**src/hw/rtl/cvca_div.sv**
```systemverilog
// Restoring unsigned divider, one quotient bit per cycle.
// No dependencies.
module cvca_div #(
  parameter int NUM_W = 64,
  parameter int DEN_W = 32
) (
  input  logic             clk,
  input  logic             rst,
  input  logic             start,
  input  logic [NUM_W-1:0] num,
  input  logic [DEN_W-1:0] den,
  output logic             done,
  output logic [NUM_W-1:0] quo
);

  localparam int CW = $clog2(NUM_W + 1);

  logic [CW-1:0]    cnt;
  logic             busy;
  logic [NUM_W-1:0] q;
  logic [DEN_W-1:0] rem;
  logic [DEN_W-1:0] d;
  logic [DEN_W:0]   trial;
  logic [DEN_W:0]   diff;
  logic             ge;

  assign trial = {rem, q[NUM_W-1]};
  assign ge    = trial >= {1'b0, d};
  assign diff  = trial - {1'b0, d};
  assign quo   = q;

  always_ff @(posedge clk) begin
    if (rst) begin
      busy <= 1'b0;
      done <= 1'b0;
      cnt  <= '0;
    end else if (start) begin
      busy <= 1'b1;
      done <= 1'b0;
      cnt  <= CW'(NUM_W);
    end else if (busy) begin
      cnt <= cnt - CW'(1);
      if (cnt == CW'(1)) begin
        busy <= 1'b0;
        done <= 1'b1;
      end
    end else begin
      done <= 1'b0;
    end
  end

  always_ff @(posedge clk) begin
    if (start) begin
      q   <= num;
      rem <= '0;
      d   <= den;
    end else if (busy) begin
      q   <= {q[NUM_W-2:0], ge};
      rem <= ge ? diff[DEN_W-1:0] : trial[DEN_W-1:0];
    end
  end

endmodule

```
**config.mk**
```make
export PLATFORM = sky130hd
export DESIGN_NAME = cvca_div
export DESIGN_NICKNAME = d
export VERILOG_FILES = /design/src/hw/rtl/cvca_div.sv
export SDC_FILE = /design/constraint.sdc
export NUM_CORES = 1
export LEC_CHECK = 0
export BUFFER_PORTS_ARGS = -buffer_cell sky130_fd_sc_hd__buf_2
export CAP_MARGIN = 30
export CORE_UTILIZATION = 59
export CTS_CLUSTER_SIZE = 12
export DETAILED_ROUTE_END_ITERATION = 10
export HOLD_SLACK_MARGIN = 0.15
export PLACE_DENSITY = 0.94
export RECOVER_POWER = 25
export SLEW_MARGIN = 20
export SYNTH_ARGS = -nofsm -noshare
export SYNTH_HDL_FRONTEND = slang
export SYNTH_SLANG_ARGS = --single-unit
```
**constraint.sdc**
```tcl
create_clock -name clk -period 9 [get_ports clk]
set_clock_uncertainty 0.05 [all_clocks]
set_input_delay 0.45 -clock clk [delete_from_list [all_inputs] [get_ports clk]]
set_output_delay 0.45 -clock clk [all_outputs]
set_load 0.005 [all_outputs]
```
==> summary.txt <==
Synth
  • Synth Area in Simple Gates: 0.0987
  • Syn Nets: ~780
  • Synth top area share: 0.396
  • Adder-Cell Fraction of Synth Area: 0.0611
  • Synthesized flop and latch total: 137
  • Mux contribution to synthesized area: 0.132
  • Sequential area share after synthesis: 0.508
  • Post-synthesis cell type with the largest combined area: edfxtp_1
  • Syn Area/Cell: 11.3 um2
  • Number of enable flip-flop cells after synthesis: 96
  • Synthesized area: 7290 um2
  • Synth cell types: 58
  • Compound-Gate Fraction of Synth Area: 0.123
  • Top cells by area, synth: edfxtp_1 40%, dfxtp_1 11%, mux2_2 9.7%, ha_1 5.8%, mux2i_1 3.4%
  • Post-synth top flop: edfxtp_1
  • Main combinational cell family by area after synthesis: multiplexers
  • Ys async rst share: 0
  • YS warnings: 0
  • Syn Inst Count: 643
  • Xor/xnor share of the synthesized area: 0.0397

Route
  • Vias/cell: 5.72
  • DR DRC count: 0
  • Post-Route WL: 16.9 mm
  • Routed wire per std cell: 17.0 um
  • Vias: 5681
  • ANT nets after route: 0
  • Number of DRC markers in iteration 0: around 410
  • TritonRoute pass-1 iters: 5

Global route
  • Initial antenna violation count: 0
  • Largest net degree at the start of global routing: 66
  • Number of global-route vias before repair: between 5000 and 6000
  • Grt total ovfl: 0
  • Gr usage total: 0.277
  • First-pass GRT wire length: 27.1 mm

Hold path
  • Hold-critical path depth: 1
  • Hold EP: d[0]
  • Hold Startpoint: den[0]
  • Worst min-delay path category: primary input to register

Cells and area
  • FILL cells: 822
  • # nets final: 967
  • Most common cell after layout, fill and taps aside: buf_2
  • Share of layout cells above drive strength 1: 0.320
  • Number of diodes: 0
  • Post-Route Utilization: 0.753
  • P&R area growth vs syn: 24.1%
  • Commonest cells after routing, fill and taps aside: 161 x buf_2, 96 x edfxtp_1, 63 x mux2_2

Critical path
  • Setup CP Type: primary input to register
  • Critical Path AT: 4.50 ns
  • R2R Path Start: d[1]
  • Reg2reg end: rem[5]
  • Reg2Reg Setup Slack: approximately 5.2 ns
  • Crit path max fanout: 65
  • CP Launch Type: primary input
  • Worst path required time: 9.26 ns
  • Crit path capture type: register
  • FF-to-FF path depth: 12

Clocking
  • Clock Sinks: 137
  • # Post-CTS Setup Buffers: 0
  • CTS resizes: 0
  • Clock slew at reported path FFs: 0.06 ns
  • Htree depth: 4
  • Clock Tree Buf Depth: 2
  • CTS tree: done
  • Clock Latency Late Sink: 0.43 ns
  • Clock buffer count from CTS: 17
  • Clock root buffer: clkbuf_16

STA
  • Sum Neg Setup Slack: 0 ns
  • Slew Viols, Final: 66
  • Final min period: 4.24 ns
  • RSZ-0062 raised after global routing: false
  • Slew headroom: -1.16
  • Final Hold Violating Endpoints: 0
  • Worst Tran Pin Value: 3.24 ns
  • F_max: 0.236 GHz
  • # setup viols final: 0
  • Final period utilization: 0.471

Status
  • Status: complete, but fails checks
  • Failing checks: capacitance limit, slew limit

Floorplan
  • Die Y: 113 um
  • Placeable Area: 12000 um2
  • Num rows: 40
  • Boundary pin count: 164
  • DIE AREA: 12800 um2
  • Initial core utilization: 0.607
  • Die X: 113 um

Placed design
  • Gpl congestion: around 0.94
  • DP Wirelength: 11.9 mm
  • I/O Buffers: 163

Power and ir drop
  • P_leak: 3.90 nW
  • Pwr dens: 197 nW/um2
  • VDD IR max: 141 uV

Run
  • Max-Cap Viols: 1
## per-layer routing
layer  vias up  routed length (um)  GRT usage
met4         0                 395      0.109
met5         -                   0          0
met3        39                1360     0.0916
met2       240                8370      0.474
li1       2748                   -          -
met1      2654                6780      0.321
## how the worst max path moves through the flow
stage | from | end | slack, ns | cells after the start
after floorplan | d[1] | rem[31] | 6.13 | 12
after CTS | d[1] | rem[5] | 5.35 | 12
after global placement | d[1] | rem[28] | 5.46 | 12
after global routing | start | rem[4] | 4.40 | 4
after detailed placement | d[1] | rem[5] | 5.37 | 12
final | start | rem[16] | 4.76 | 5
## synthesized netlist by cell type, types with 3 or more instances
| cell type | number |
|---|---|
| edfxtp_1 | 96 |
| mux2_2 | 63 |
| nor2_1 | 56 |
| dfxtp_1 | 41 |
| nand2_1 | 40 |
| inv_1 | 39 |
| ha_1 | 34 |
| a21oi_1 | 32 |
| mux2i_1 | 25 |
| a211oi_1 | 21 |
| clkbuf_1 | 20 |
| o21ai_0 | 20 |
| xnor2_1 | 18 |
| xor2_1 | 15 |
| nand3_1 | 13 |
| a21o_1 | 8 |
| nand2b_1 | 7 |
| o31ai_1 | 7 |
| nand4_1 | 6 |
| o21bai_1 | 6 |
| buf_1 | 5 |
| nor2b_1 | 5 |
| or3_1 | 5 |
| nor3_1 | 4 |
| nor3b_1 | 4 |
| o21a_1 | 4 |
| o311ai_0 | 4 |
| a41oi_1 | 3 |
| and2_1 | 3 |
| o211ai_1 | 3 |
## metrics by stage
step | setup WS [ns] | instance area (um2) | hold WS, ns | power, W | std cells
3_5_place_dp | 5.37 | 8200 | 0.423 | 0.00115 | 929
3_3_place_gp | 5.46 | 8190 | 0.417 | 0.00113 | 928
6_report | 4.76 | 9040 | 0.170 | 0.00178 | 993
2_1_floorplan | 6.13 | 7290 | 0.403 | 0.00103 | 643
5_1_grt | 4.40 | 9040 | 0.155 | 0.00186 | 993
4_1_cts | 5.35 | 9040 | 0.155 | 0.00178 | 993
## worst max-delay path, cell delays in order
cell,delay [ns]
clkbuf_1,2.25
buf_4,0.87
nand2b_1,0.60
or3_1,0.21
nand3_1,0.06
## power by group
group          internal (W)  switching (W)  leakage, nW  total (W)
registers          0.000744      0.0000354         1.29   0.000780
clock network      0.000352       0.000276        0.255   0.000628
logic              0.000175       0.000198         2.35   0.000373
total               0.00127       0.000509         3.90    0.00178
## timing repair
item,4_1_cts,5_1_grt
setup endpoints to repair,0,0
endpoints found under the hold margin,32,0
hold buffers,32,0
## state kept, by name, indices dropped and copies added, names as in the netlist
name,cells
rem,32
quo,64
done,1
d,32
busy,1
cnt,7
## layout make-up
class,instances,area [um2],share of cell area
clock buffer,18,429,0.0475
inverter,39,146,0.0162
sequential,137,3700,0.410
timing repair buffer,200,1170,0.130
clock inverter,14,98.8,0.0109
tap,147,184,0.0203
multi-input combinational,438,3310,0.366
## cell families after synthesis
| kind of cell | after synthesis |
|---|---|
| simple gates | 153 |
| xor+xnor | 33 |
| compound gates | 129 |
| fa+ha+maj | 35 |
| flops | 137 |
| buf+inv | 68 |
| mux | 88 |
Note: power is estimated with default switching activity, not from simulation.
