$ cat config.mk
export PLATFORM = sky130hd
export DESIGN_NAME = cvca_sqrt
export DESIGN_NICKNAME = d
export VERILOG_FILES = /design/src/hw/rtl/cvca_sqrt.sv
export SDC_FILE = /design/constraint.sdc
export NUM_CORES = 1
export LEC_CHECK = 0
export BUFFER_PORTS_ARGS = -buffer_cell sky130_fd_sc_hd__buf_4
export CAP_MARGIN = 20
export CORE_ASPECT_RATIO = 0.6
export CORE_MARGIN = 5
export CORE_UTILIZATION = 40
export CTS_CLUSTER_SIZE = 24
export DETAILED_ROUTE_END_ITERATION = 10
export GPL_TIMING_DRIVEN = 0
export SLEW_MARGIN = 20
export SYNTH_ARGS = -nofsm -noshare
export SYNTH_HDL_FRONTEND = slang
export SYNTH_SLANG_ARGS = --single-unit
$ cat constraint.sdc
create_clock -name clk -period 2.6 [get_ports clk]
set_input_delay 0.26 -clock clk [delete_from_list [all_inputs] [get_ports clk]]
set_output_delay 0.26 -clock clk [all_outputs]
set_load 0.05 [all_outputs]
$ cat src/hw/rtl/cvca_sqrt.sv
// Integer square root, two radicand bits per cycle, floor result.
// No dependencies.
module cvca_sqrt #(
  parameter int IN_W = 32
) (
  input  logic              clk,
  input  logic              rst,
  input  logic              start,
  input  logic [IN_W-1:0]   x,
  output logic              done,
  output logic [IN_W/2-1:0] root
);

  localparam int H  = IN_W / 2;
  localparam int CW = $clog2(H + 1);

  logic [CW-1:0]   cnt;
  logic            busy;
  logic [IN_W-1:0] xs;
  logic [H-1:0]    rem;
  logic [H+1:0]    cand;
  logic [H+1:0]    trial;
  logic            ge;
  logic [H+1:0]    left;

  assign cand  = {rem, xs[IN_W-1:IN_W-2]};
  assign trial = {root, 2'b01};
  assign ge    = cand >= trial;
  assign left  = cand - trial;

  always_ff @(posedge clk) begin
    if (rst) begin
      busy <= 1'b0;
      done <= 1'b0;
      cnt  <= '0;
    end else if (start) begin
      busy <= 1'b1;
      done <= 1'b0;
      cnt  <= CW'(H);
    end else if (busy) begin
      cnt <= cnt - CW'(1);
      if (cnt == CW'(1)) begin
        busy <= 1'b0;
        done <= 1'b1;
      end
    end else begin
      done <= 1'b0;
    end
  end

  always_ff @(posedge clk) begin
    if (start) begin
      xs   <= x;
      rem  <= '0;
      root <= '0;
    end else if (busy) begin
      xs   <= {xs[IN_W-3:0], 2'b00};
      rem  <= ge ? left[H-1:0] : cand[H-1:0];
      root <= {root[H-2:0], ge};
    end
  end

endmodule

==> impl_metrics.tcl, run 1 <==
set metrics [dict create \
    multiInputGateArea_um2 1926 \
    syn_nets 407 \
    io_pins 52 \
    numPortBuffers 50 \
    finalMaxSlewViolations 0 \
    fmax_mhz 415.8 \
    die_h_um 85.49 \
    dr_total_vias 2726 \
    design_area_um2 4657 \
    cts_buffer_depth 2 \
    post_dp_cell_area_um2 4337 \
    die-area_um2 11610 \
    worstMarginPinSlew_ns 0.8621 \
    syn_area_um2 3799 \
    clk_pin_slew_worst_paths_ns 0.06 \
    wl_met2_um 3532 \
    total_power_mw 3.713 \
    cts_buffers 9 \
    grt_overflow 0 \
    synth_edf_count 32 \
    cp.buffers_inverters 2 \
    hold_slack_ns 0.1646 \
    path_class "flop to flop" \
    ff_latch_area_um2 1742 \
    synth_flop_cell "dfxtp_1" \
    power_density_nw_per_um2 797.2 \
    postSynth.asyncResetShare_pct 0 \
    p_leak_nw 1.848 \
    critPathMaxFanout 10 \
    fin_util_pct 50.50 \
    path_cells "inv_1 -> ha_1 -> a21o_1 -> a21boi_4 -> nand4b_1 -> nand2_1 -> o2bb2ai_2 -> buf_6 -> mux2i_2 -> a211oi_1" \
    fin_skew_ns 0.006730 \
    htree_levels 3 \
    top_layer "met4" \
    place.gp.congestion 0.8666 \
    coreArea_um2 9223 \
    fin_crit_ns 2.405 \
    dp_hpwl_um 6356 \
    synthCells 352 \
    drc 0 \
    fp.dieW_um 135.8 \
    setup_viol 0 \
    maxCapViolations 0 \
    layout.nets 468 \
    synth.distinct_cells 53 \
    grt_max_degree 33 \
    max_slew_margin_pct 42.53 \
    cp-start-kind "flop" \
    synth.avg_cell_area_um2 10.79 \
    grt_usage_pct 15.33 \
    fillers 843 \
    slowest_stage "ha_1" \
    final_common_cell "buf_4" \
    wl_met1_um 4659 \
    row_count 27 \
    arrival_ns 2.58 \
    hold_violations 0 \
    finalCritPeriodShare_pct 92.51 \
    rrSetupSlack_ns 0.19 \
    layout_common_cells "buf_4 (50), nor2_1 (42), dfxtp_1 (39)" \
    ys_seq_elements 71 \
    area_growth_pct 22.60 \
    diodes 0 \
    clk_latency_ns 0.32 \
    drt-initial-drc-count 197 \
    antenna_found_initial 0 \
    drive_gt1_share_pct 27.51 \
    min_path_type "primary input to flop" \
    initial_core_util_pct 41.19 \
    cp_top_family "compound AO/OA/AOI/OAI gates" \
    crit_required_ns 2.77 \
    wirelength_um 8567 \
    cpPeakStageDelay_ns 0.37 \
    ys_warn_count 0 \
    met3_wirelength_um 348 \
    ant_nets 0 \
    vdd_drop_max_uv 400.6 \
    root_buffer "clkbuf_16" \
    grt_pass1_wl_um 14050 \
    detail_route.vias_per_cell 4.974 \
    drt_pass1_iterations 4 \
    wl_per_cell_um 15.63 \
    tritoncts "done" \
    hold_buffers 0 \
    end_kind "flop" \
    synth_seq_area_share_pct 45.85 \
    outcome "finished, final reports clean" \
    grt_pass1_vias 2770 \
    clkSinkCount 71 \
]
[layout make-up]
type                       instances  area share [%]
multi-input combinational        242           41.35
sequential                        71           37.40
timing repair buffer              50           8.060
clock buffer                       9           4.836
tap                              130           3.493
inverter                          22           1.773
buffer                            17           1.720
clock inverter                     7           1.370
[synth_stat cells, drive strengths merged (3+ instances only)]
master | n | share of area, %
dfxtp | 39 | 21
nand3 | 4 | 0.66
inv | 22 | 2.2
xor2 | 7 | 1.6
edfxtp | 32 | 25
o21ai | 6 | 0.79
mux2i | 28 | 7.4
a21oi | 14 | 1.8
nand4b | 3 | 0.69
clkbuf | 13 | 1.3
ha | 20 | 6.6
nor2 | 42 | 4.2
a211oi | 14 | 2.9
nor3 | 9 | 1.3
buf | 4 | 0.82
a21o | 4 | 0.79
mux2 | 31 | 9.2
nand2 | 14 | 1.4
and2 | 3 | 0.56
nor4 | 3 | 0.66
xnor2 | 11 | 2.5
[kinds of logic (layout without fill, tap and decap cells)]
family                     after synthesis  after routing  share of synthesized area, %
adders and majority gates               20             20                         6.588
DFF                                     71             71                         45.85
and+or+nand+nor                         90             90                         11.59
muxes                                   59             59                         16.57
AOI/OAI and AO/OA                       55             55                         10.97
buffers and inverters                   39            105                         4.282
xor gates and xnor gates                18             18                         4.150
[routing by layer]
layer | GRT usage, % | vias up
met4 | 3.019 | 0
met5 | 0 | -
li1 | - | 1390
met2 | 21.34 | 52
met3 | 4.206 | 2
met1 | 23.56 | 1282
[timing repair]
action                                  in CTS  in global routing
buffers inserted                             0                  0
endpoints found under the setup margin       0                  2
resized for setup                            0                  5
[stage by stage]
step	instances	setup slack, ns	setup TNS [ns]
global route	548	-0.01386	-0.01386
floorplan	352	0.05542	0
global placement	532	0.1739	0
detailed placement	532	0.1612	0
finish	548	0.1948	0
CTS	548	0.1331	0
[flip-flops by register name (all words and copies together) (netlist names)]
signal	count
busy	1
cnt	5
done	1
rem	16
root	16
xs	32
[power by group]
part | leakage, nW | total [mW] | switching [mW] | internal, mW
Sequential | 0.642 | 1.34 | 0.0601 | 1.28
Clock | 0.139 | 1.18 | 0.445 | 0.733
Combinational | 1.07 | 1.19 | 0.638 | 0.554
Total | 1.85 | 3.71 | 1.14 | 2.57
[final timing paths]
path | depth (start not counted) | endpoint | start
setup / recovery | 10 | rem[9] | root[5]
hold / removal | 2 | cnt[4] | rst
setup reg to reg | 10 | rem[9] | root[5]
hold reg to reg | 2 | cnt[1] | cnt[1]
Note: power is estimated with default switching activity, not from simulation.
==> run 2, diff against run 1 <==
- SETUP_SLACK_MARGIN: default -> 0.4
==> run 2 against run 1 <==
Sequential cell count did not move. Via count grew 7.2%. Combinational power is 31% higher. Routed wire length grew 12%. Critical endpoint is now rem[8]. Non-clock buffer count rose by 24. Critical path type unchanged.
==> impl_metrics.tcl, run 2 (synthesis gave the netlist of run 1 again) <==
set metrics [dict create \
    drive_gt1_share_pct 42.08 \
    tritoncts "done" \
    htree_levels 3 \
    drt_pass1_iterations 5 \
    wirelength_um 9605 \
    max_slew_margin_pct 38.98 \
    arrival_ns 2.46 \
    io_pins 52 \
    fmax_mhz 450.7 \
    layout_setup_ws_ns 0.3813 \
    swShare_pct 32.59 \
    pwr-share-clk_pct 27.6 \
    grt_pass1_vias 2748 \
    power_frac_seq_pct 33.6 \
    outcome "finished, final reports clean" \
    min_path_type "primary input to flop" \
    clkSinkCount 71 \
    drt-initial-drc-count 152 \
    vdd_drop_max_uv 407.2 \
    hold_slack_ns 0.1370 \
    place.gp.congestion 0.8430 \
    path_cells "inv_2 -> ha_4 -> buf_6 -> nand4_1 -> nor4_4 -> nor3_2 -> o2bb2ai_4 -> buf_8 -> mux2i_1 -> a211oi_1" \
    finalSetupTns_ns 0 \
    fin_cells 572 \
    final_common_cell "buf_4" \
    post_dp_cell_area_um2 4420 \
    cts_buffers 9 \
    clk_latency_ns 0.34 \
    worstMarginPinSlew_ns 0.9152 \
    root_buffer "clkbuf_16" \
    power_density_nw_per_um2 782.0 \
    detail_route.vias_per_cell 5.107 \
    path_class "flop to flop" \
    top_register "xs" \
    finalMaxSlewViolations 0 \
    fin_util_pct 55.75 \
    initial_core_util_pct 41.19 \
    setup_viol 0 \
    numPortBuffers 50 \
    fin_skew_ns 0.01104 \
    post-place-ws_ns 0.2131 \
    cts_buffer_depth 2 \
    largest_reg_flops 32 \
    rsz0062_at_grt "true" \
    combPwrFrac_pct 38.8 \
    rrSetupSlack_ns 0.38 \
    fin_crit_ns 2.219 \
    grt_overflow 0 \
    p_leak_nw 2.014 \
    drc 0 \
    die-area_um2 11610 \
    ant_nets 0 \
    die_h_um 85.49 \
    antenna_found_initial 0 \
    slowest_stage "dfxtp_2" \
    critPathMaxFanout 5 \
    layout.nets 492 \
    largest_registers "xs: 32 flops, rem: 16 flops, root: 16 flops" \
    finalCritPeriodShare_pct 85.34 \
    grt_pass1_wl_um 14680 \
    dp.cells 532 \
    total_power_mw 4.020 \
    wl_per_cell_um 16.79 \
    hold_violations 0 \
    grt_usage_pct 16.27 \
    diodes 0 \
    design_area_um2 5141 \
    dr_total_vias 2921 \
    clk_pin_slew_worst_paths_ns 0.06 \
    area_growth_pct 35.34 \
    maxCapViolations 0 \
    hold_buffers 0 \
    grt_max_degree 33 \
    crit_required_ns 2.84 \
    cp-start-kind "flop" \
    power.internal_mw 2.710 \
    end_kind "flop" \
    p_switching_mw 1.310 \
    dp_hpwl_um 6482 \
    coreArea_um2 9223 \
    fp.dieW_um 135.8 \
    layout_common_cells "buf_4 (72), nor2_1 (42), edfxtp_1 (32)" \
    cpPeakStageDelay_ns 0.35 \
    row_count 27 \
]
run 2: final cells by class:
class	instances	area (µm²)
clock inverters	7	38.79
plain buffers	17	90.09
multi-input cells	242	2181
well taps	130	162.7
flip-flops and latches	71	1782
clock buffers	9	225.2
fillers	818	4081
repair buffers	74	576.8
inverters	22	85.08
run 2: power groups by stage:
stage          sequential [mW]  combinational [mW]  clock, mW
2_1_floorplan             1.36               0.907          0
3_3_place_gp              1.36                1.16          0
3_5_place_dp              1.36                1.17          0
4_1_cts                   1.34                1.29       1.13
5_1_grt                   1.36                1.67       1.19
6_report                  1.35                1.56       1.11
run 2: worst max-delay path: cells and delay by family, from the launching register on:
family	cells	cell delay (ns)
adders and majority gates	1	0.26
DFF	1	0.35
buffers and inverters	3	0.31
muxes	1	0.12
and+or+nand+nor	3	0.64
AOI/OAI and AO/OA	2	0.45
run 2: worst paths after layout:
kind             from     end  cells after the start
max          root[10]  rem[8]                     10
min               rst  cnt[4]                      2
max reg2reg  root[10]  rem[8]                     10
min reg2reg      done    done                      2
run 2: what timing repair did:
item / 4_1_cts / 5_1_grt
endpoints found under the hold margin: 0 / 0
cloned: 1 / 1
setup endpoints to repair: 47 / 17
pin swaps: 8 / 28
setup buffers: 3 / 19
resized for setup: 13 / 41
run 2: layer usage:
metal	track usage (%)	wire length (µm)
met4	3.843	82
met1	24.96	4927
met2	22.02	4015
met3	4.976	580
met5	0	0
==> run 3, diff against run 2 <==
- RECOVER_POWER: default -> 25
==> run 3 against run 2 <==
Largest power group unchanged. Maximum frequency about the same. Non-clock buffer count did not move. Core utilization fell by 0.53 points. Highest routed layer unchanged. Register-to-register slack about the same. Worst hold slack lost 0.00062 ns.
==> impl_metrics.tcl, run 3 (synthesis gave the netlist of run 1 again) <==
set metrics [dict create \
    setup_viol 0 \
    cts_buffers 9 \
    largest_reg_flops 32 \
    fin_crit_ns 2.218 \
    min_path_type "primary input to flop" \
    worstMarginPinSlew_ns 0.9098 \
    cp-start-kind "flop" \
    swShare_pct 32.64 \
    root_buffer "clkbuf_16" \
    drive_gt1_share_pct 38.91 \
    antenna_found_initial 0 \
    wirelength_um 9626 \
    die-area_um2 11610 \
    clk_latency_ns 0.34 \
    finalMaxSlewViolations 0 \
    htree_levels 3 \
    clk_pin_slew_worst_paths_ns 0.06 \
    maxCapViolations 0 \
    drt-initial-drc-count 144 \
    hold_path_depth 2 \
    fin_skew_ns 0.007208 \
    drt_pass1_iterations 4 \
    rr_startpoint "root[0]" \
    crit_required_ns 2.79 \
    tritoncts "done" \
    outcome "finished, final reports clean" \
    power_frac_seq_pct 33.6 \
    row_count 27 \
    place.gp.congestion 0.8430 \
    die_h_um 85.49 \
    ff2ff_path_depth 10 \
    clkSinkCount 71 \
    p_switching_mw 1.313 \
    end_kind "flop" \
    path_class "flop to flop" \
    power_density_nw_per_um2 789.6 \
    min_to "cnt[4]" \
    combPwrFrac_pct 38.8 \
    detail_route.vias_per_cell 5.112 \
    top_register "xs" \
    finalSetupTns_ns 0 \
    arrival_ns 2.41 \
    cts_buffer_depth 2 \
    finalCritPeriodShare_pct 85.32 \
    initial_core_util_pct 41.19 \
    diodes 0 \
    p_leak_nw 1.958 \
    largest_registers "xs: 32 flops, rem: 16 flops, root: 16 flops" \
    drc 0 \
    coreArea_um2 9223 \
    rr_endpoint "rem[9]" \
    grt_usage_pct 16.27 \
    critPathMaxFanout 5 \
    pwr-share-clk_pct 27.6 \
    dr_total_vias 2924 \
    numPortBuffers 50 \
    final_common_cell "buf_4" \
    rrSetupSlack_ns 0.38 \
    area_growth_pct 34.06 \
    grt_overflow 0 \
    ant_nets 0 \
    vdd_drop_max_uv 407.3 \
    fin_util_pct 55.22 \
    grt_pass1_wl_um 14680 \
    grt_max_degree 33 \
    grt_pass1_vias 2748 \
    min_from "rst" \
    max_slew_margin_pct 39.35 \
    layout_common_cells "buf_4 (59), nor2_1 (42), edfxtp_1 (32)" \
    fp.dieW_um 135.8 \
    io_pins 52 \
    power.internal_mw 2.709 \
    layout.nets 492 \
    hold_violations 0 \
    wl_per_cell_um 16.83 \
    fmax_mhz 450.8 \
    hold_slack_ns 0.1364 \
    rsz0062_at_grt "true" \
    dp_hpwl_um 6482 \
]
## run 3: changes by cell type in the layout (fill, tap and decap cells not counted)
cell | previous run | this run
buf_4 | 72 | 59
clkbuf_1 | 13 | 26
and2_0 | 0 | 1
and2_1 | 2 | 1
mux2_1 | 0 | 1
mux2_2 | 31 | 30
## run 3: metrics by stage
stage / area (µm²) / instances / power (mW) / worst slack [ns]
6_report: 5092 / 572 / 4.021 / 0.3817
3_5_place_dp: 4420 / 532 / 2.533 / 0.2131
5_1_grt: 5092 / 572 / 4.216 / 0.2750
3_3_place_gp: 4420 / 532 / 2.516 / 0.2207
4_1_cts: 4792 / 552 / 3.763 / 0.3831
2_1_floorplan: 3882 / 352 / 2.266 / 0.3986
## run 3: power by group through the flow
stage               Sequential, mW  Clock (mW)  Combinational, mW
finish                        1.35        1.11               1.56
floorplan                     1.36           0              0.907
global route                  1.36        1.19               1.67
CTS                           1.34        1.13               1.29
global placement              1.36           0               1.16
detailed placement            1.36           0               1.17
## run 3: worst max-delay path by stage
stage / from / endpoint / cells past startpoint
global placement: root[5] / rem[9] / 10
CTS: root[0] / rem[9] / 10
floorplan: root[2] / rem[13] / 9
finish: root[0] / rem[9] / 10
global route: root[3] / rem[13] / 9
detailed placement: root[7] / rem[9] / 10
## run 3: metal layers
layer / wire (µm) / GRT usage (%) / up-vias / share of wire (%)
li1: - / - / 1444 / -
met1: 4925 / 24.96 / 1396 / 51
met2: 4027 / 22.02 / 75 / 42
met3: 578 / 4.976 / 9 / 6.0
met4: 94 / 3.843 / 0 / 0.98
met5: 0 / 0 / - / 0
## run 3: final cells by class
class                      count  area (µm²)
buffer                        17       90.09
clock inverter                 7       38.79
tap                          130       162.7
sequential                    71        1782
fill                         822        4130
timing repair buffer          74       528.0
multi-input combinational    242        2181
clock buffer                   9       225.2
inverter                      22       85.08
## run 3: worst max-delay path, stage by stage, from the launching register on
cell	delay (ns)
dfxtp_4	0.36
inv_4	0.04
ha_4	0.25
nor2b_4	0.13
o2111ai_2	0.22
nand4b_1	0.20
nand2_2	0.14
o2bb2ai_4	0.17
buf_6	0.20
mux2i_4	0.27
a211oi_2	0.09
## run 3: what timing repair did
| item | in CTS | in global routing |
|---|---|---|
| pin swaps | 8 | 28 |
| gates resized for setup | 13 | 41 |
| setup endpoints to repair | 47 | 17 |
| setup buffers | 3 | 19 |
| gates cloned | 1 | 1 |
| hold buffers | 0 | 0 |
