==> config.mk <==
export PLATFORM = sky130hd
export DESIGN_NAME = cvca_ram
export DESIGN_NICKNAME = d
export VERILOG_FILES = /design/src/hw/rtl/cvca_ram.sv
export SDC_FILE = /design/constraint.sdc
export NUM_CORES = 1
export LEC_CHECK = 0
export BUFFER_PORTS_ARGS = -buffer_cell sky130_fd_sc_hd__buf_2
export CAP_MARGIN = 20
export CORE_MARGIN = 4
export CORE_UTILIZATION = 65
export CTS_CLUSTER_SIZE = 30
export DETAILED_ROUTE_END_ITERATION = 10
export PLACE_DENSITY = 0.82
export SETUP_SLACK_MARGIN = 0.2
export SYNTH_ARGS = -nofsm -noshare
export SYNTH_HDL_FRONTEND = slang
export SYNTH_SLANG_ARGS = --single-unit
==> constraint.sdc <==
create_clock -name clk -period 3.46 [get_ports clk]
set_input_delay 0.346 -clock clk [delete_from_list [all_inputs] [get_ports clk]]
set_output_delay 0.346 -clock clk [all_outputs]
set_load 0.02 [all_outputs]
==> src/hw/rtl/cvca_ram.sv <==
// Generic single-port RAM with registered read.
// No dependencies.
module cvca_ram #(
  parameter int WIDTH = 8,
  parameter int DEPTH = 16
) (
  input  logic                     clk,
  input  logic                     en,
  input  logic                     we,
  input  logic [$clog2(DEPTH)-1:0] addr,
  input  logic [WIDTH-1:0]         wdata,
  output logic [WIDTH-1:0]         rdata
);

  logic [WIDTH-1:0] mem [DEPTH];

  always_ff @(posedge clk) begin
    if (en) begin
      if (we) begin
        mem[addr] <= wdata;
      end else begin
        rdata <= mem[addr];
      end
    end
  end

endmodule

==> flow_metrics.env, run 1 <==
export IMPL_status="complete, no violations"
export IMPL_clock_root_buffer="clkbuf_8"
export IMPL_grt_pass1_vias=2545
export IMPL_drc=0
export IMPL_syn_cell_area_sq_mm=0.00524
export IMPL_hp_start="wdata[5]"
export IMPL_dp_cells=350
export IMPL_peakVddDrop_mv=0.749
export IMPL_cp_arrival_ps=2060
export IMPL_grt_usage=0.235
export IMPL_fillCellCount=392
export IMPL_r2r_start="mem[9][7]$_DFFE_PP_"
export IMPL_timing_fmax_ghz=0.519
export IMPL_grt_setup_unrepaired="false"
export IMPL_path_cells="buf_2 -> nand4b_1 -> nor2_1"
export IMPL_rows=32
export IMPL_rr_endpoint="rdata[7]$_DFFE_PP_"
export IMPL_slew_headroom=0.439
export IMPL_vias=2560
export IMPL_post_route_min_period_ps=1930
export IMPL_grt_pass1_wl_um=15900
export IMPL_ys_seq_elements=136
export IMPL_critPathMaxFanout=36
export IMPL_gp_congestion=0.763
export IMPL_totalWireLength_um=10400
export IMPL_cellPowerDensity_mw_per_mm2=644
export IMPL_cts_made_buffers=17
export IMPL_clkSinkCount=136
export IMPL_reg2reg_depth=3
export IMPL_yosysWarnings=0
export IMPL_skew_ps=4.79
export IMPL_cts_htree_levels=4
export IMPL_vias_per_cell=6.68
export IMPL_syn_inst=234
export IMPL_start_kind="input pin"
export IMPL_end_kind="flop"
export IMPL_nNetsFinal=283
export IMPL_tns_ps=0
export IMPL_hold_depth=1
export IMPL_postCtsSetupBuffers=0
export IMPL_syn_num_nets=249
export IMPL_clk_pin_slew_worst_paths_ps=60
export IMPL_start_util=0.674
export IMPL_grt_overflow_total=0
export IMPL_yosysSeqAreaShare=0.780
export IMPL_hold_viol_final=0
export IMPL_path_class="in -> reg"
export IMPL_tritoncts="done"
export IMPL_final_cells=383
export IMPL_reg2reg_slack_ps=1880
export IMPL_drt_iter0_markers=390
export IMPL_hold_path_end="mem[12][5]$_DFFE_PP_"
export IMPL_io_pins=23
export IMPL_wl_per_cell_um=27.2
export IMPL_critPathRequiredTime_ps=3600
export IMPL_multiInputGateArea_sq_mm=0.00107
export IMPL_clkLatencyLatePin_ps=510
export IMPL_finalSetupViolCount=0
export IMPL_die_w_um=97.8
export IMPL_crit_path_top_delay_cell="nor2_1"
export IMPL_die_h_um=97.8
export IMPL_antenna_found_initial=0
export IMPL_period_share=0.557
export IMPL_syn_area_per_cell_sq_um=22.4
export IMPL_area_delta_synth_final_pct=16.3
export IMPL_yosysUniqueCellTypes=18
export IMPL_drtAntennaViolNets=0
export IMPL_diodes=0
export IMPL_first_pass_iters=7
export IMPL_tightest_slew_ps=839
export IMPL_postCtsHoldBufs=0
export IMPL_core_sq_mm=0.00777
export IMPL_cap_violations=0
export IMPL_die_area_sq_mm=0.00956
export IMPL_clk_path_buf_depth=2
export IMPL_regArea_sq_mm=0.00408
export IMPL_postLayoutCoreUtil=0.784
export IMPL_io_buffers=22
export IMPL_cts_resized_gates=0
export IMPL_worst_path_largest_cell_delay_ps=730
export IMPL_slew_violations=0
export IMPL_power_leakage_nw=2.03
export IMPL_drive_above_1_share=0.263
export IMPL_dp_hpwl_um=5860
export IMPL_worstHoldPathType="in -> reg"
export IMPL_grt_max_degree=37
[state kept, by name (all words and copies together), names as in the netlist]
name   cells
rdata      8
mem      128
[power by group]
group          switching, W  leakage [nW]  internal [W]
Sequential       0.00000579          1.23       0.00184
Combinational     0.0000985         0.501     0.0000583
Clock              0.000670         0.300       0.00125
Total              0.000774          2.03       0.00315
[kinds of logic (layout without fill, tap and decap cells)]
family | count (synthesis) | after routing | synth area share
flip-flops | 136 | 136 | 0.780
AND/OR/NAND/NOR | 37 | 37 | 0.0332
multiplexers | 32 | 32 | 0.149
AO/OA/AOI/OAI | 16 | 16 | 0.0229
buffers and inverters | 13 | 60 | 0.0150
[synthesized netlist by cell type]
library cell,count,area share
buf_6,2,0.0043
clkbuf_1,5,0.0036
nor2b_1,3,0.0036
a22oi_1,16,0.023
mux4_2,16,0.069
and2_1,1,0.0012
edfxtp_1,136,0.78
buf_8,1,0.0029
nand2b_1,2,0.0024
nand2_1,10,0.0072
buf_2,3,0.0029
nand4b_1,2,0.0033
nand4_1,1,0.0012
nor2_1,13,0.0093
mux4_1,16,0.080
buf_1,2,0.0014
nor3_1,4,0.0038
or3_1,1,0.0012
[area by class of cell]
| class | instances | area share |
|---|---|---|
| Timing Repair Buffer | 28 | 0.0275 |
| Clock buffer | 18 | 0.0686 |
| Clock inverter | 14 | 0.0361 |
| Tap cell | 102 | 0.0209 |
| Sequential cell | 136 | 0.670 |
| Multi-Input combinational cell | 85 | 0.176 |
[how the worst max path moves through the flow]
| stage | startpoint | end | slack, ps | depth (start not counted) |
|---|---|---|---|---|
| 2_1_floorplan | addr[0] | mem[0][0]$_DFFE_PP_ | 1390 | 4 |
| 3_3_place_gp | addr[0] | mem[15][7]$_DFFE_PP_ | 880 | 3 |
| 3_5_place_dp | addr[0] | mem[11][6]$_DFFE_PP_ | 770 | 3 |
| 4_1_cts | addr[0] | mem[15][6]$_DFFE_PP_ | 1310 | 3 |
| 5_1_grt | addr[1] | mem[15][6]$_DFFE_PP_ | 1380 | 3 |
| 6_report | addr[1] | mem[6][2]$_DFFE_PP_ | 1530 | 3 |
[metrics by stage]
stage | hold slack (ps) | power, W | cell area, sq um | setup WS (ps)
after global routing | 225 | 0.00403 | 6090 | 1380
final | 235 | 0.00392 | 6090 | 1530
after detailed placement | 738 | 0.00203 | 5430 | 767
after CTS | 210 | 0.00393 | 6070 | 1310
after global placement | 729 | 0.00202 | 5430 | 879
after floorplan | 445 | 0.00197 | 5240 | 1390
[critical path, delay by kind of cell]
kind,cells,cell delay (ps)
AND/OR/NAND/NOR,2,1080
buffers and inverters,1,620
[metal layers]
layer | track usage | part of all wire | wire (um) | vias up
li1 | - | - | - | 1065
met5 | 0 | 0 | 0 | -
met4 | 0.0873 | 0.030 | 313 | 0
met1 | 0.354 | 0.40 | 4210 | 1296
met2 | 0.343 | 0.48 | 4980 | 167
met3 | 0.0586 | 0.088 | 919 | 32
[cells in the final DEF, fill, tap and decap left out, drive strengths merged]
master    Yosys  final
edfxtp      136    136
mux4         32     32
buf           8     28
clkbuf        5     18
a22oi        16     16
nor2         13     13
nand2        10     10
bufinv        0      5
nor3          4      4
inv           0      4
nor2b         3      3
clkinvlp      0      3
nand2b        2      2
nand4b        2      2
clkinv        0      2
and2          1      1
nand4         1      1
or3           1      1
No activity file was read; power rests on OpenSTA's default activity.
==> inputs of run 2 (changes only) <==
CORE_UTILIZATION = 54   (was 65)
PLACE_DENSITY = 0.73   (was 0.82)
clock period = 1.58 ns   (was 3.46 ns; I/O delays follow)
==> run 2 against run 1 <==
Against the previous run:
- core utilization decreased by 7.3 points
- clock-buffer cell count did not move
- final area grew 8.9%
- wire length grew 3.6%
- critical path type is now reg -> reg
- power grew 120%
- clock skew increased by 2.5 ps
- via count up 3.4%
- largest power group unchanged
- worst setup slack worse by 1500 ps
==> flow_metrics.env, run 2 (synthesis gave the netlist of run 1 again) <==
export IMPL_status="complete, no violations"
export IMPL_worstHoldPathType="in -> reg"
export IMPL_tightest_slew_ps=737
export IMPL_clk_path_buf_depth=2
export IMPL_total_power_w=0.00875
export IMPL_peakVddDrop_mv=0.779
export IMPL_cellPowerDensity_mw_per_mm2=1320
export IMPL_rows=35
export IMPL_top_register="mem"
export IMPL_drc=0
export IMPL_tritoncts="done"
export IMPL_placed_cell_area_sq_mm=0.00598
export IMPL_path_class="reg -> reg"
export IMPL_area_delta_synth_final_pct=26.6
export IMPL_totalWireLength_um=10800
export IMPL_largest_register_ffs=128
export IMPL_die_h_um=106
export IMPL_critPathRequiredTime_ps=1840
export IMPL_io_buffers=22
export IMPL_end_kind="flop"
export IMPL_slew_violations=0
export IMPL_hp_start="wdata[0]"
export IMPL_cap_violations=0
export IMPL_gp_congestion=0.826
export IMPL_wirelength_met1_um=4440
export IMPL_grt_usage=0.213
export IMPL_nNetsFinal=321
export IMPL_clock_root_buffer="clkbuf_8"
export IMPL_hold_path_end="mem[2][0]$_DFFE_PP_"
export IMPL_reg_top3="mem: 128 flops, rdata: 8 flops"
export IMPL_first_pass_iters=4
export IMPL_power_leakage_nw=2.23
export IMPL_vias=2646
export IMPL_hold_worst_slack_ps=31.7
export IMPL_post_route_min_period_ps=1520
export IMPL_final_cell_mix="136 x edfxtp_1, 31 x buf_4, 30 x mux4_2"
export IMPL_cp_arrival_ps=1770
export IMPL_antenna_found_initial=1
export IMPL_hold_depth=1
export IMPL_slew_headroom=0.508
export IMPL_routed_top_layer="met5"
export IMPL_cts_made_buffers=17
export IMPL_hold_viol_final=0
export IMPL_grt_overflow_total=0
export IMPL_r2r_start="mem[3][6]$_DFFE_PP_"
export IMPL_start_util=0.562
export IMPL_grt_pass1_wl_um=17000
export IMPL_route_met2_wl_um=5460
export IMPL_reg2reg_slack_ps=60
export IMPL_grt_setup_unrepaired="true"
export IMPL_routed_wl_met3_um=756
export IMPL_clk_pin_slew_worst_paths_ps=60
export IMPL_postCtsHoldBufs=0
export IMPL_core_sq_mm=0.00933
export IMPL_drt_iter0_markers=197
export IMPL_clkSinkCount=136
export IMPL_clkLatencyLatePin_ps=510
export IMPL_io_pins=23
export IMPL_finalSetupViolCount=0
export IMPL_wl_per_cell_um=24.2
export IMPL_critPathMaxFanout=1
export IMPL_dp_hpwl_um=6880
export IMPL_stdcell_area_sq_mm=0.00663
export IMPL_cts_htree_levels=4
export IMPL_skew_ps=7.25
export IMPL_grt_max_degree=18
export IMPL_die_w_um=106
export IMPL_grt_pass1_vias=2770
export IMPL_die_area_sq_mm=0.0113
export IMPL_vias_per_cell=5.92
export IMPL_timing_fmax_ghz=0.660
export IMPL_final_common_cell="edfxtp_1"
export IMPL_drtAntennaViolNets=0
export IMPL_drive_above_1_share=0.469
export IMPL_diodes=0
export IMPL_rr_endpoint="rdata[6]$_DFFE_PP_"
export IMPL_reg2reg_depth=4
export IMPL_start_kind="flop"
export IMPL_period_share=0.960
-- run 2: cell count changes in the layout (fill, tap and decap cells not counted), moves of 7 or more --
| cell | delta |
|---|---|
| nor2_1 | -12 |
| mux4_1 | -14 |
| nor2_2 | +12 |
| buf_4 | +26 |
| mux4_2 | +14 |
| buf_12 | +12 |
| a22oi_2 | +7 |
| a22oi_1 | -7 |
-- run 2: worst max-delay path by stage --
stage | startpoint | to | slack (ps) | depth (start not counted)
after floorplan | addr[0] | mem[0][0]$_DFFE_PP_ | 140 | 4
after global placement | addr[0] | rdata[3]$_DFFE_PP_ | -260 | 6
after detailed placement | addr[0] | rdata[3]$_DFFE_PP_ | -270 | 6
after CTS | mem[3][6]$_DFFE_PP_ | rdata[6]$_DFFE_PP_ | 70 | 4
after global routing | mem[3][6]$_DFFE_PP_ | rdata[6]$_DFFE_PP_ | 40 | 4
final | mem[3][6]$_DFFE_PP_ | rdata[6]$_DFFE_PP_ | 60 | 4
-- run 2: critical path, stage by stage, from the launching register on --
cell	delay (ps)
edfxtp_1	380
mux4_2	490
a22oi_2	200
buf_4	150
nand2_2	40
-- run 2: repair_timing --
action,in CTS,in global routing
setup buffers,0,0
gates resized for setup,14,2
endpoints found under the setup margin,8,8
pin swaps,9,0
endpoints found under the hold margin,0,0
-- run 2: where the power goes --
part	switching, W	total [W]	internal (W)
registers	0.0000128	0.00404	0.00403
clock network	0.00142	0.00428	0.00287
logic	0.000235	0.000428	0.000192
total	0.00167	0.00875	0.00709
-- run 2: stage by stage --
step	setup TNS, ps	utilization	cells	worst slack (ps)
floorplan	0	-	234	136
CTS	0	0.710	447	66.3
global route	0	0.711	447	40.3
detailed placement	-1990	0.641	416	-269
global placement	-1230	0.641	416	-260
finish	0	0.711	447	63.9
-- run 2: cell type report --
type	instances	area, sq um
repair buffers	66	603
clock inverters	13	226
well taps	129	161
multi-input cells	85	1140
fillers	543	2700
flip-flops and latches	136	4080
clock buffers	18	418
-- run 2: layer usage --
layer  vias to the layer above  GRT usage
met5                         -          0
met4                         2     0.0685
met3                        14     0.0528
li1                       1128          -
met2                       107      0.330
met1                      1395      0.302
==> inputs of run 3 (changes only) <==
ABC_AREA = 1   (was not set)
CORE_UTILIZATION = 55   (was 54)
PLACE_DENSITY = 0.71   (was 0.73)
clock period = 1.95 ns   (was 1.58 ns; I/O delays follow)
==> run 3 against run 2 <==
Against the previous run:
- clock power down 35%
- via count rose by 44%
- power fell by 26%
- worst hold slack better by 83 ps
- wire length up 10%
- final cell count up 67%
- synthesized cell count up 140%
- combinational power fell by 13%
- final area decreased by 0.81%
- sequential cell count is the same
- core utilization fell by 4.7 points
- first-iteration DRC count rose by 19%
- critical path type is now reg -> out
- largest power group is now sequential cells
- highest routed layer is now met4
==> flow_metrics.env, run 3 <==
export IMPL_status="complete, no violations"
export IMPL_totalWireLength_um=11900
export IMPL_synth_area_leaders="edfxtp_1 72%, nand2_1 23%, inv_1 1.4%"
export IMPL_wl_per_cell_um=16.0
export IMPL_cts_made_buffers=17
export IMPL_clock_root_buffer="clkbuf_8"
export IMPL_area_delta_synth_final_pct=15.6
export IMPL_slew_headroom=0.723
export IMPL_synthTopCellsByCount="347 x nand2_1, 136 x edfxtp_1, 21 x inv_1, 19 x nor2_1, 12 x buf_2"
export IMPL_crit_family="flip-flops"
export IMPL_drtAntennaViolNets=0
export IMPL_io_buffers=22
export IMPL_path_class="reg -> out"
export IMPL_timing_fmax_ghz=0.812
export IMPL_grt_setup_unrepaired="false"
export IMPL_cts_resized_gates=0
export IMPL_grt_max_degree=35
export IMPL_cap_violations=0
export IMPL_postCtsSetupBuffers=0
export IMPL_start_util=0.574
export IMPL_end_kind="output port"
export IMPL_diodes=0
export IMPL_io_pins=23
export IMPL_clk_pin_slew_worst_paths_ps=60
export IMPL_top_register="mem"
export IMPL_worst_path_buf_inv=1
export IMPL_p_sw_frac=0.218
export IMPL_syn_area_per_cell_sq_um=10.3
export IMPL_cellPowerDensity_mw_per_mm2=978
export IMPL_nNetsFinal=614
export IMPL_p_comb_frac=0.058
export IMPL_syn_num_nets=567
export IMPL_internal_power_w=0.00503
export IMPL_crit_path_top_delay_cell="edfxtp_1"
export IMPL_core_sq_mm=0.00991
export IMPL_yosys_area_top_type="edfxtp_1"
export IMPL_path_cells="buf_2"
export IMPL_pwr_share_seq=0.509
export IMPL_yosysWarnings=0
export IMPL_postLayoutCoreUtil=0.664
export IMPL_synth_top_flop_cell="edfxtp_1"
export IMPL_vias=3822
export IMPL_start_kind="flop"
export IMPL_peakVddDrop_mv=0.919
export IMPL_clkLatencyLatePin_ps=520
export IMPL_period_share=0.632
export IMPL_yosysSeqAreaShare=0.718
export IMPL_p_switching_w=0.00140
export IMPL_die_w_um=110
export IMPL_reg_top3="mem: 128 flops, rdata: 8 flops"
export IMPL_dp_hpwl_um=7650
export IMPL_tritoncts="done"
export IMPL_final_cell_mix="347 x nand2_1, 136 x edfxtp_1, 27 x buf_4"
export IMPL_drive_above_1_share=0.134
export IMPL_largest_register_ffs=128
export IMPL_syn_cell_area_sq_mm=0.00569
export IMPL_power_leakage_nw=2.85
export IMPL_async_reset_ff_frac=0
export IMPL_yosysUniqueCellTypes=9
export IMPL_cp_arrival_ps=1040
export IMPL_die_area_sq_mm=0.0120
export IMPL_synth_top_cell_area_share=0.718
export IMPL_skew_ps=5.57
export IMPL_slew_violations=0
export IMPL_drt_iter0_markers=234
export IMPL_hold_viol_final=0
export IMPL_rows=36
export IMPL_cts_htree_levels=4
export IMPL_gp_congestion=0.895
export IMPL_tightest_slew_ps=415
export IMPL_synth_edf_count=136
export IMPL_syn_inst=552
export IMPL_antenna_found_initial=0
export IMPL_grt_pass1_wl_um=18900
export IMPL_synth_most_common_cell="nand2_1"
export IMPL_clk_path_buf_depth=2
export IMPL_ys_seq_elements=136
export IMPL_critPathRequiredTime_ps=1750
export IMPL_post_route_min_period_ps=1230
export IMPL_grt_pass1_vias=3744
export IMPL_final_common_cell="nand2_1"
export IMPL_critPathMaxFanout=1
export IMPL_vias_per_cell=5.13
export IMPL_postCtsHoldBufs=0
export IMPL_die_h_um=110
export IMPL_tns_ps=0
export IMPL_finalSetupViolCount=0
export IMPL_worstHoldPathType="in -> reg"
export IMPL_p_clk_frac=0.434
export IMPL_drc=0
export IMPL_clkSinkCount=136
export IMPL_grt_usage=0.220
export IMPL_grt_overflow_total=0
export IMPL_first_pass_iters=5
export IMPL_worst_path_largest_cell_delay_ps=350
## run 3: cell count changes after synthesis, sizes merged, moves of 4 or more
cell	delta
nand2	+337
mux4	-32
inv	+25
a22oi	-16
buf	+11
nor2	+6
nand3	+4
nor3	-4
## run 3: layer usage
layer  routed length [um]  track usage
met1                 5110        0.285
met2                 5870        0.354
met3                  660       0.0581
met4                  263       0.0882
met5                    0            0
## run 3: cells by family (layout without fill, tap and decap cells)
family,count (synthesis),in the layout,share of synthesized area
simple gates,370,370,0.245
buf+inv,46,106,0.0376
flops,136,136,0.718
## run 3: layout make-up
cell class / count / area [sq um]
Clock buffer: 18 / 418
Clock inverter: 14 / 110
Fill cell: 757 / 3330
Inverter: 25 / 93.8
Multi-Input combinational cell: 370 / 1390
Sequential cell: 136 / 4080
Tap cell: 133 / 166
Timing Repair Buffer: 49 / 313
## run 3: worst paths after layout
| path | from | end | slack [ps] | cells past startpoint |
|---|---|---|---|---|
| max | rdata[6]$_DFFE_PP_ | rdata[6] | 720 | 1 |
| min | wdata[7] | mem[2][7]$_DFFE_PP_ | 110 | 1 |
| max reg2reg | mem[2][3]$_DFFE_PP_ | rdata[3]$_DFFE_PP_ | 780 | 8 |
| min reg2reg | mem[9][1]$_DFFE_PP_ | rdata[1]$_DFFE_PP_ | 780 | 8 |
## run 3: per-stage QoR
| step | hold slack [ps] | power (W) | setup WS, ps | std cells | area (sq um) |
|---|---|---|---|---|---|
| 6_report | 115 | 0.00644 | 718 | 745 | 6580 |
| 5_1_grt | 109 | 0.00669 | 656 | 745 | 6580 |
| 4_1_cts | 92.2 | 0.00648 | 685 | 745 | 6580 |
| 3_5_place_dp | 638 | 0.00370 | 361 | 713 | 6050 |
| 3_3_place_gp | 642 | 0.00370 | 385 | 713 | 6050 |
| 2_1_floorplan | 294 | 0.00356 | 451 | 552 | 5690 |
## run 3: power by group through the flow
stage,clock network (W),logic [W],registers [W]
finish,0.00279,0.000372,0.00327
global route,0.00299,0.000423,0.00327
CTS,0.00283,0.000373,0.00327
detailed placement,0,0.000371,0.00333
global placement,0,0.000365,0.00333
floorplan,0,0.000216,0.00334
